**config.mk**
```make
export PLATFORM = sky130hd
export DESIGN_NAME = bounded_deque_with_delete_core
export DESIGN_NICKNAME = d
export VERILOG_FILES = /design/src/hw/rtl/bdq_pkg.sv /design/src/hw/rtl/bdq_ram.sv /design/src/hw/rtl/bounded_deque_with_delete_core.sv
export SDC_FILE = /design/constraint.sdc
export NUM_CORES = 2
export LEC_CHECK = 0
export BUFFER_PORTS_ARGS = -buffer_cell sky130_fd_sc_hd__buf_2
export CORE_ASPECT_RATIO = 0.5
export CORE_MARGIN = 10
export CORE_UTILIZATION = 59
export CTS_BUF_LIST = sky130_fd_sc_hd__clkbuf_4 sky130_fd_sc_hd__clkbuf_8
export CTS_CLUSTER_SIZE = 14
export DETAILED_ROUTE_END_ITERATION = 8
export PLACE_DENSITY = 0.84
export SLEW_MARGIN = 5
export SYNTH_ARGS = -nofsm -noshare
export SYNTH_HDL_FRONTEND = slang
export SYNTH_SLANG_ARGS = --single-unit
```
**constraint.sdc**
```tcl
create_clock -name clock -period 4.23 [get_ports clock]
set_input_delay 0.2115 -clock clock [delete_from_list [all_inputs] [get_ports clock]]
set_output_delay 0.2115 -clock clock [all_outputs]
set_load 0.05 [all_outputs]
```
**src/hw/rtl/bdq_pkg.sv**
```systemverilog
// bdq_pkg: shared constants, codes and types of the bounded deque core
// no dependencies; imported by bounded_deque_with_delete_core and its testbench
`default_nettype none

package bdq_pkg;

   // fixed field widths of the request and response ports
   localparam int FUNC_W   = 3;
   localparam int VALUE_W  = 32;
   localparam int INDEX_W  = 6;
   localparam int STATUS_W = 2;
   localparam int COUNT_W  = 7;

   // default sizing
   localparam int DEPTH_DEF      = 64;
   localparam int DATA_WIDTH_DEF = 32;

   // request function codes; 6 and 7 carry no meaning
   typedef enum logic [FUNC_W-1:0] {
      FN_PUSH_TAIL = 3'd0,
      FN_PUSH_HEAD = 3'd1,
      FN_POP_HEAD  = 3'd2,
      FN_POP_TAIL  = 3'd3,
      FN_DELETE    = 3'd4,
      FN_READ      = 3'd5
   } func_type;

   // response status codes
   typedef enum logic [STATUS_W-1:0] {
      STS_OK    = 2'd0,
      STS_EMPTY = 2'd1,
      STS_FULL  = 2'd2,
      STS_RANGE = 2'd3
   } status_type;

   // sequencer states
   typedef enum logic [1:0] {
      ST_IDLE,
      ST_EXEC,
      ST_READ,
      ST_DEL
   } state_type;

endpackage : bdq_pkg

`default_nettype wire

```
**src/hw/rtl/bdq_ram.sv**
```systemverilog
// bdq_ram: entry store, one write port and one read port, registered read data
// no dependencies; instantiated by bounded_deque_with_delete_core
`default_nettype none

module bdq_ram #(
   parameter int DEPTH      = 64,
   parameter int DATA_WIDTH = 32
) (
   input  wire logic                     clock,
   input  wire logic                     wr_en,
   input  wire logic [$clog2(DEPTH)-1:0] wr_addr,
   input  wire logic [DATA_WIDTH-1:0]    wr_data,
   input  wire logic                     rd_en,
   input  wire logic [$clog2(DEPTH)-1:0] rd_addr,
   output logic      [DATA_WIDTH-1:0]    rd_data
);

   logic [DATA_WIDTH-1:0] entries_ff [DEPTH];
   logic [DATA_WIDTH-1:0] rd_data_ff;

   always_ff @(posedge clock) begin
      if (wr_en) begin
         entries_ff[wr_addr] <= wr_data;
      end
   end

   always_ff @(posedge clock) begin
      if (rd_en) begin
         rd_data_ff <= entries_ff[rd_addr];
      end
   end

   assign rd_data = rd_data_ff;

endmodule : bdq_ram

`default_nettype wire

```
**src/hw/rtl/bounded_deque_with_delete_core.sv**
```systemverilog
// bounded_deque_with_delete_core: ring-buffered deque with delete-by-value
// depends on bdq_pkg and bdq_ram
//
//  channel    | ports                                          | direction
//  -----------+------------------------------------------------+----------
//  request    | start, busy, req_func, req_value, req_index    | in (busy out)
//  response   | rsp_valid, rsp_read_data, rsp_status,          | out
//             | rsp_entry_count, rsp_removed_count             |
//
// a request transfers on a clock edge with start high and busy low
// push, pop and unused codes: answered from the execute state with a registered strobe, busy low again with it
// read: an extra state for the registered read of the entry store
// delete: the compaction walk reads one entry of the ring per cycle
// reset is synchronous; the entry store is not cleared, only head, count and the other control registers
// the receiver cannot stall: rsp_valid is a one-cycle strobe
`default_nettype none

module bounded_deque_with_delete_core #(
   parameter int DEPTH      = bdq_pkg::DEPTH_DEF,
   parameter int DATA_WIDTH = bdq_pkg::DATA_WIDTH_DEF
) (
   input  wire logic                          clock,
   input  wire logic                          reset,
   input  wire logic                          start,
   output logic                               busy,
   input  wire logic [bdq_pkg::FUNC_W-1:0]    req_func,
   input  wire logic [bdq_pkg::VALUE_W-1:0]   req_value,
   input  wire logic [bdq_pkg::INDEX_W-1:0]   req_index,
   output logic                               rsp_valid,
   output logic      [bdq_pkg::VALUE_W-1:0]   rsp_read_data,
   output logic      [bdq_pkg::STATUS_W-1:0]  rsp_status,
   output logic      [bdq_pkg::COUNT_W-1:0]   rsp_entry_count,
   output logic      [bdq_pkg::COUNT_W-1:0]   rsp_removed_count
);

   import bdq_pkg::*;

   // slot address width and count width (count reaches DEPTH)
   localparam int AW   = $clog2(DEPTH);
   localparam int CW   = $clog2(DEPTH + 1);
   // width to compare a request index against the count
   localparam int CMPW = (CW > INDEX_W) ? CW : INDEX_W;

   // ring slot of the entry at position pos from the head
   function automatic logic [AW-1:0] slot_of(input logic [AW-1:0] hd,
                                             input logic [CW-1:0] pos);
      logic [AW:0] sum;
      sum = (AW+1)'(hd) + (AW+1)'(pos);
      if (sum >= (AW+1)'(DEPTH)) begin
         sum = sum - (AW+1)'(DEPTH);
      end
      return sum[AW-1:0];
   endfunction

   // control state
   state_type             state_ff,      state_in;
   logic [AW-1:0]         head_ff,       head_in;
   logic [CW-1:0]         count_ff,      count_in;
   logic [CW-1:0]         removed_ff,    removed_in;
   // delete walk: read position, write position, read data pending
   logic [CW-1:0]         rd_ff,         rd_in;
   logic [CW-1:0]         wr_ff,         wr_in;
   logic                  pend_ff,       pend_in;
   logic                  rsp_valid_ff,  rsp_valid_in;

   // captured request and response payload
   func_type              func_ff,       func_in;
   logic [DATA_WIDTH-1:0] value_ff,      value_in;
   logic [INDEX_W-1:0]    index_ff,      index_in;
   status_type            rsp_status_ff, rsp_status_in;
   logic [VALUE_W-1:0]    rsp_rdata_ff,  rsp_rdata_in;

   // entry store port
   logic                  mem_we;
   logic [AW-1:0]         mem_waddr;
   logic [DATA_WIDTH-1:0] mem_wdata;
   logic                  mem_re;
   logic [AW-1:0]         mem_raddr;
   logic [DATA_WIDTH-1:0] mem_rdata;

   // helpers
   logic                  full;
   logic                  empty;
   logic                  keep;
   logic                  drop;
   logic [CW-1:0]         wr_nx;
   logic [AW-1:0]         head_dec;

   bdq_ram #(
      .DEPTH      (DEPTH),
      .DATA_WIDTH (DATA_WIDTH)
   ) u_ram (
      .clock   (clock),
      .wr_en   (mem_we),
      .wr_addr (mem_waddr),
      .wr_data (mem_wdata),
      .rd_en   (mem_re),
      .rd_addr (mem_raddr),
      .rd_data (mem_rdata)
   );

   assign full     = (count_ff == CW'(DEPTH));
   assign empty    = (count_ff == '0);
   assign head_dec = (head_ff == '0) ? AW'(DEPTH - 1) : head_ff - AW'(1);

   // compaction: an entry read last cycle is either kept (moved down) or dropped
   assign keep  = pend_ff && (mem_rdata != value_ff);
   assign drop  = pend_ff && (mem_rdata == value_ff);
   assign wr_nx = keep ? wr_ff + CW'(1) : wr_ff;

   always_ff @(posedge clock) begin
      if (reset) begin
         state_ff     <= ST_IDLE;
         head_ff      <= '0;
         count_ff     <= '0;
         removed_ff   <= '0;
         rd_ff        <= '0;
         wr_ff        <= '0;
         pend_ff      <= 1'b0;
         rsp_valid_ff <= 1'b0;
      end else begin
         state_ff     <= state_in;
         head_ff      <= head_in;
         count_ff     <= count_in;
         removed_ff   <= removed_in;
         rd_ff        <= rd_in;
         wr_ff        <= wr_in;
         pend_ff      <= pend_in;
         rsp_valid_ff <= rsp_valid_in;
      end
   end

   always_ff @(posedge clock) begin
      func_ff       <= func_in;
      value_ff      <= value_in;
      index_ff      <= index_in;
      rsp_status_ff <= rsp_status_in;
      rsp_rdata_ff  <= rsp_rdata_in;
   end

   always_comb begin
      state_in      = state_ff;
      head_in       = head_ff;
      count_in      = count_ff;
      removed_in    = removed_ff;
      rd_in         = rd_ff;
      wr_in         = wr_ff;
      pend_in       = 1'b0;
      rsp_valid_in  = 1'b0;
      func_in       = func_ff;
      value_in      = value_ff;
      index_in      = index_ff;
      rsp_status_in = rsp_status_ff;
      rsp_rdata_in  = rsp_rdata_ff;
      mem_we        = 1'b0;
      mem_waddr     = '0;
      mem_wdata     = value_ff;
      mem_re        = 1'b0;
      mem_raddr     = '0;

      unique case (state_ff)
         ST_IDLE: begin
            // request transfer: capture it, clear the removed tally
            if (start) begin
               func_in    = func_type'(req_func);
               value_in   = DATA_WIDTH'(req_value);
               index_in   = req_index;
               removed_in = '0;
               state_in   = ST_EXEC;
            end
         end

         ST_EXEC: begin
            // default: finish with ok status and no read data
            rsp_status_in = STS_OK;
            rsp_rdata_in  = '0;
            rsp_valid_in  = 1'b1;
            state_in      = ST_IDLE;
            case (func_ff)
               FN_PUSH_TAIL: begin
                  if (full) begin
                     rsp_status_in = STS_FULL;
                  end else begin
                     mem_we    = 1'b1;
                     mem_waddr = slot_of(head_ff, count_ff);
                     count_in  = count_ff + CW'(1);
                  end
               end
               FN_PUSH_HEAD: begin
                  if (full) begin
                     rsp_status_in = STS_FULL;
                  end else begin
                     mem_we    = 1'b1;
                     mem_waddr = head_dec;
                     head_in   = head_dec;
                     count_in  = count_ff + CW'(1);
                  end
               end
               FN_POP_HEAD: begin
                  if (empty) begin
                     rsp_status_in = STS_EMPTY;
                  end else begin
                     head_in  = slot_of(head_ff, CW'(1));
                     count_in = count_ff - CW'(1);
                  end
               end
               FN_POP_TAIL: begin
                  if (empty) begin
                     rsp_status_in = STS_EMPTY;
                  end else begin
                     count_in = count_ff - CW'(1);
                  end
               end
               FN_DELETE: begin
                  // start the compaction walk from the head
                  rsp_valid_in = 1'b0;
                  rd_in        = '0;
                  wr_in        = '0;
                  state_in     = ST_DEL;
               end
               FN_READ: begin
                  if (CMPW'(index_ff) >= CMPW'(count_ff)) begin
                     rsp_status_in = STS_RANGE;
                  end else begin
                     // index below count, so it fits the count width
                     rsp_valid_in = 1'b0;
                     mem_re       = 1'b1;
                     mem_raddr    = slot_of(head_ff, CW'(index_ff));
                     state_in     = ST_READ;
                  end
               end
               default: begin
                  // unused function codes leave the state alone
               end
            endcase
         end

         ST_READ: begin
            rsp_status_in = STS_OK;
            rsp_rdata_in  = VALUE_W'(mem_rdata);
            rsp_valid_in  = 1'b1;
            state_in      = ST_IDLE;
         end

         ST_DEL: begin
            // write position never passes the read position, so the write
            // and the next read always hit different slots
            if (keep) begin
               mem_we    = 1'b1;
               mem_waddr = slot_of(head_ff, wr_ff);
               mem_wdata = mem_rdata;
            end
            if (drop) begin
               removed_in = removed_ff + CW'(1);
            end
            wr_in = wr_nx;
            if (rd_ff != count_ff) begin
               mem_re    = 1'b1;
               mem_raddr = slot_of(head_ff, rd_ff);
               rd_in     = rd_ff + CW'(1);
               pend_in   = 1'b1;
            end else begin
               // last entry handled this cycle: survivors form the new count
               count_in      = wr_nx;
               rsp_status_in = STS_OK;
               rsp_rdata_in  = '0;
               rsp_valid_in  = 1'b1;
               state_in      = ST_IDLE;
            end
         end

         default: begin
            state_in = ST_IDLE;
         end
      endcase
   end

   assign busy              = (state_ff != ST_IDLE);
   assign rsp_valid         = rsp_valid_ff;
   assign rsp_read_data     = rsp_rdata_ff;
   assign rsp_status        = rsp_status_ff;
   assign rsp_entry_count   = COUNT_W'(count_ff);
   assign rsp_removed_count = COUNT_W'(removed_ff);

   // count never exceeds the ring size
   a_count_bound : assert property (@(posedge clock) disable iff (reset)
      count_ff <= CW'(DEPTH))
      else $error("entry count above depth");

   // a transfer always moves the sequencer to the execute step
   a_accept_exec : assert property (@(posedge clock) disable iff (reset)
      (start && !busy) |=> (state_ff == ST_EXEC))
      else $error("accepted request not executed");

   // the strobe only appears once the sequencer is back at rest
   a_strobe_idle : assert property (@(posedge clock) disable iff (reset)
      rsp_valid_ff |-> (state_ff == ST_IDLE))
      else $error("response strobe while busy");

   // compaction never writes ahead of what it has read
   a_walk_order : assert property (@(posedge clock) disable iff (reset)
      (state_ff == ST_DEL) |-> (wr_ff <= rd_ff))
      else $error("compaction write overtook read");

   // a dropped push leaves the store full
   a_full_drop : assert property (@(posedge clock) disable iff (reset)
      (rsp_valid_ff && (rsp_status_ff == STS_FULL)) |-> full)
      else $error("full status with free space");

endmodule : bounded_deque_with_delete_core

`default_nettype wire

```
==> run metrics <==
synth top area cells edfxtp_1, mux4_2, mux2i_1; average footprint of a synthesized cell about 18 um^2; GPL Wtd Cong slightly below 1; share of post-route cells with drive strength above 1 24.40%; endpoint required time on the critical path between 5 and 6 ns; height of the die between 200 and 300 um; Global Route Usage Sum 30.88%; netlist area before placement roughly 0.087 mm^2; total clock buffers created by CTS between 300 and 400; Placed Cells just over 7000; max-slew violation total from the final report 0; Worst Reg2Reg Path Length in Cells 10; length of the first detailed-routing pass in iterations 9; post-synthesis cell type count between 70 and 80; r2r startpoint head_ff[1]$_SDFFE_PP0P_; number of enable flip-flop cells after synthesis 2155; launch point of the critical path head_ff[1]$_SDFFE_PP0P_; number of antenna violations at the first check in global routing 14; number of global-route vias before repair roughly 53000; initial cell density of the core about 59%; hold path depth 3; crit-path leading delay family compound AO/OA/AOI/OAI gates; maximum vdd drop 0.0002788 V; Final #Nets between 5000 and 6000; number of primary I/O pins between 90 and 100; flops & latches, synth 2193; clock tree root buffer cell clkbuf_8; top post-synthesis cells by count edfxtp_1, nand2_1, mux4_2; TritonCTS clock tree yes; die outline width ~560 um; core area about 0.15 mm^2; Final WS setup -0.05604 ns; die footprint around 0.16 mm^2; IO buf count 93; Worst Skew 0.08620 ns; peak fanout along the critical path 22; antenna violation net count after detailed routing 0; maximum count of clock buffers along a single path 4; critical path data arrival time 5.17 ns; Worst Path Class, Setup reg -> reg; Leakage Power 0.03368 uW; mean routed wirelength per cell roughly 33 um; status finished with violations; Clock H-tree levels 5; setup violators final 2; final period demand of the worst path between 4 and 5 ns; PD cells about 410 mW/mm^2; upper clock frequency limit 233.3 MHz; actual transition at the worst max-transition pin about 1.3 ns; startpoint of the tightest hold check path reset; HPWL after detailed placement roughly 150000 um; core occupancy in the finished layout around 69%; critical path's largest stage delay roughly 0.97 ns; failing checks negative setup slack; Final Hold Viols 0; drt first-iter violations between 10000 and 15000; total routed wirelength about 260000 um; number of sinks handled by clock tree synthesis 2193; GR Overflow Total 0; site row count 99; fin crit share 101.3%; nets in the synthesized netlist 5024; max-cap violation count 0; class of the tightest hold or removal check in -> reg; relative area change from synthesis to final layout 15.69%; critical path capture point type register; vias per std cell between 6 and 7; number of logic stages on the critical path including buffering 10; share of Yosys cell area claimed by the top area cell type approximately three quarters; biggest area consumer among synthesized cells edfxtp_1; async set-or-reset flop fraction in the synthesized netlist 0%; Slew HR about an eighth; clock network latency to the later pin of the worst-skew pair around 1.0 ns; vias after detailed routing 53740; CTS clock-pin slew for the worst setup and hold paths 0.06 ns; category of the worst setup path launch point register; RSZ-0062 raised after global routing true; maximum number of pins on one net before global-route repair 70; library cell with the highest instance count after synthesis edfxtp_1; Main synth FF type edfxtp_1; combined buffer and inverter count along the critical path 1; CP Cell Sequence ha_1 -> a211oi_1 -> o21bai_1 -> a21oi_1 -> xnor2_1 -> a22oi_2 -> buf_4 -> o221ai_1 -> a31oi_1 -> o31a_1; DRC violation count after routing 0; global-route wire length before repair 369000 um; fillers approximately 8400; non-filler cells, final around 7800; number of cells produced by synthesis 4938; worst setup slack after placement -0.4371 ns; post-synthesis sequential area ratio roughly three quarters; cell with the biggest individual delay on the critical path a31oi_1; Synth Warn # 0
-- stage by stage --
stage	TNS [ns]	area, um^2	power [uW]	hold slack, ns
2_1_floorplan	-137.42	86900	25230	0.3104
3_3_place_gp	-1.592	93700	25830	0.3897
3_5_place_dp	-2.050	93700	25900	0.3898
4_1_cts	0	100300	41370	0.2373
5_1_grt	-0.03142	100400	42400	0.3034
6_report	-0.05605	100400	41480	0.2787
-- kinds of logic after synthesis --
| logic type | after synthesis | synth area share, % |
|---|---|---|
| muxes | 572 | 10.65 |
| buffers and inverters | 301 | 1.759 |
| DFF | 2193 | 75.44 |
| adders and majority gates | 42 | 0.6487 |
| xor gates and xnor gates | 81 | 0.8174 |
| AOI/OAI and AO/OA | 633 | 5.097 |
| and+or+nand+nor | 1116 | 5.595 |
-- final timing paths --
kind	slack, ns	endpoint
worst max-delay path	-0.06	u_ram.rd_data[27]$_DFFE_PP_
worst min-delay path	0.28	wr_ff[6]$_SDFFE_PP0P_
worst max register to register	-0.06	u_ram.rd_data[27]$_DFFE_PP_
worst min register to register	0.50	rsp_removed_count[1]$_SDFFE_PP0P_
-- report_power, final --
group / total, uW / leakage [uW] / switching [uW] / internal [uW]
Combinational: 1520 / 0.0110 / 1100 / 422
Clock: 15900 / 0.00300 / 7890 / 8010
Sequential: 24100 / 0.0197 / 57.4 / 24000
-- repair_timing --
item	CTS	global route
endpoints found under the hold margin	99	0
hold buffers	85	0
setup endpoints to repair	15	11
resized for setup	12	16
buffers inserted	3	0
pin swaps	1	0
-- layout by cell type, fill, tap and decap left out, drive strengths merged, types with 22 or more instances in the layout --
cell type	instances
mux2	40
mux2i	255
o21ai	103
a221oi	43
nand2	523
o31a	27
and2	38
a22oi	139
clkbuf	413
edfxtp	2155
a21oi	110
nand3	203
nor2	235
buf	531
xor2	30
dlygate4sd3	85
a31oi	66
and3	43
ha	37
dfxtp	38
xnor2	51
a32o	22
clkinv	99
mux4	277
-- flip-flops by register name, indices dropped and copies added (netlist names) --
register / cells
rsp_status: 2
u_ram.rd_data: 32
rsp_read_data: 32
pend_ff: 1
u_ram.entries_ff: 2048
wr_ff: 7
rsp_removed_count: 7
rsp_valid: 1
value_ff: 32
rsp_entry_count: 7
state_ff: 2
rd_ff: 7
index_ff: 6
head_ff: 6
func_ff: 3
-- layout make-up --
class / count / area, um^2 / share of cell area [%]
Tap cell: 1969 / 2464 / 2.453
Clock inverter: 110 / 579.3 / 0.5769
Clock buffer: 413 / 5071 / 5.050
Multi-Input combinational cell: 2444 / 20540 / 20.46
Antenna cell: 6 / 15.01 / 0.01495
Inverter: 19 / 71.32 / 0.07102
Sequential cell: 2193 / 65470 / 65.20
Timing Repair Buffer: 616 / 6200 / 6.174
-- layer usage --
metal  vias up  wire length [um]  global-route usage (%)
met5         -               299                       0
met4        14             15660                   16.14
met3       992             42690                   10.57
met2      5392            116900                   46.57
met1     26410             84090                   39.98
li1      20940                 -                       -
-- worst register-to-register path, stage by stage (launching register included) --
cell,delay [ns]
dfxtp_1,0.56
ha_1,0.33
a211oi_1,0.39
o21bai_1,0.14
a21oi_1,0.19
xnor2_1,0.18
a22oi_2,0.55
buf_4,0.45
o221ai_1,0.20
a31oi_1,0.97
o31a_1,0.24
No activity file was read; power rests on OpenSTA's default activity.
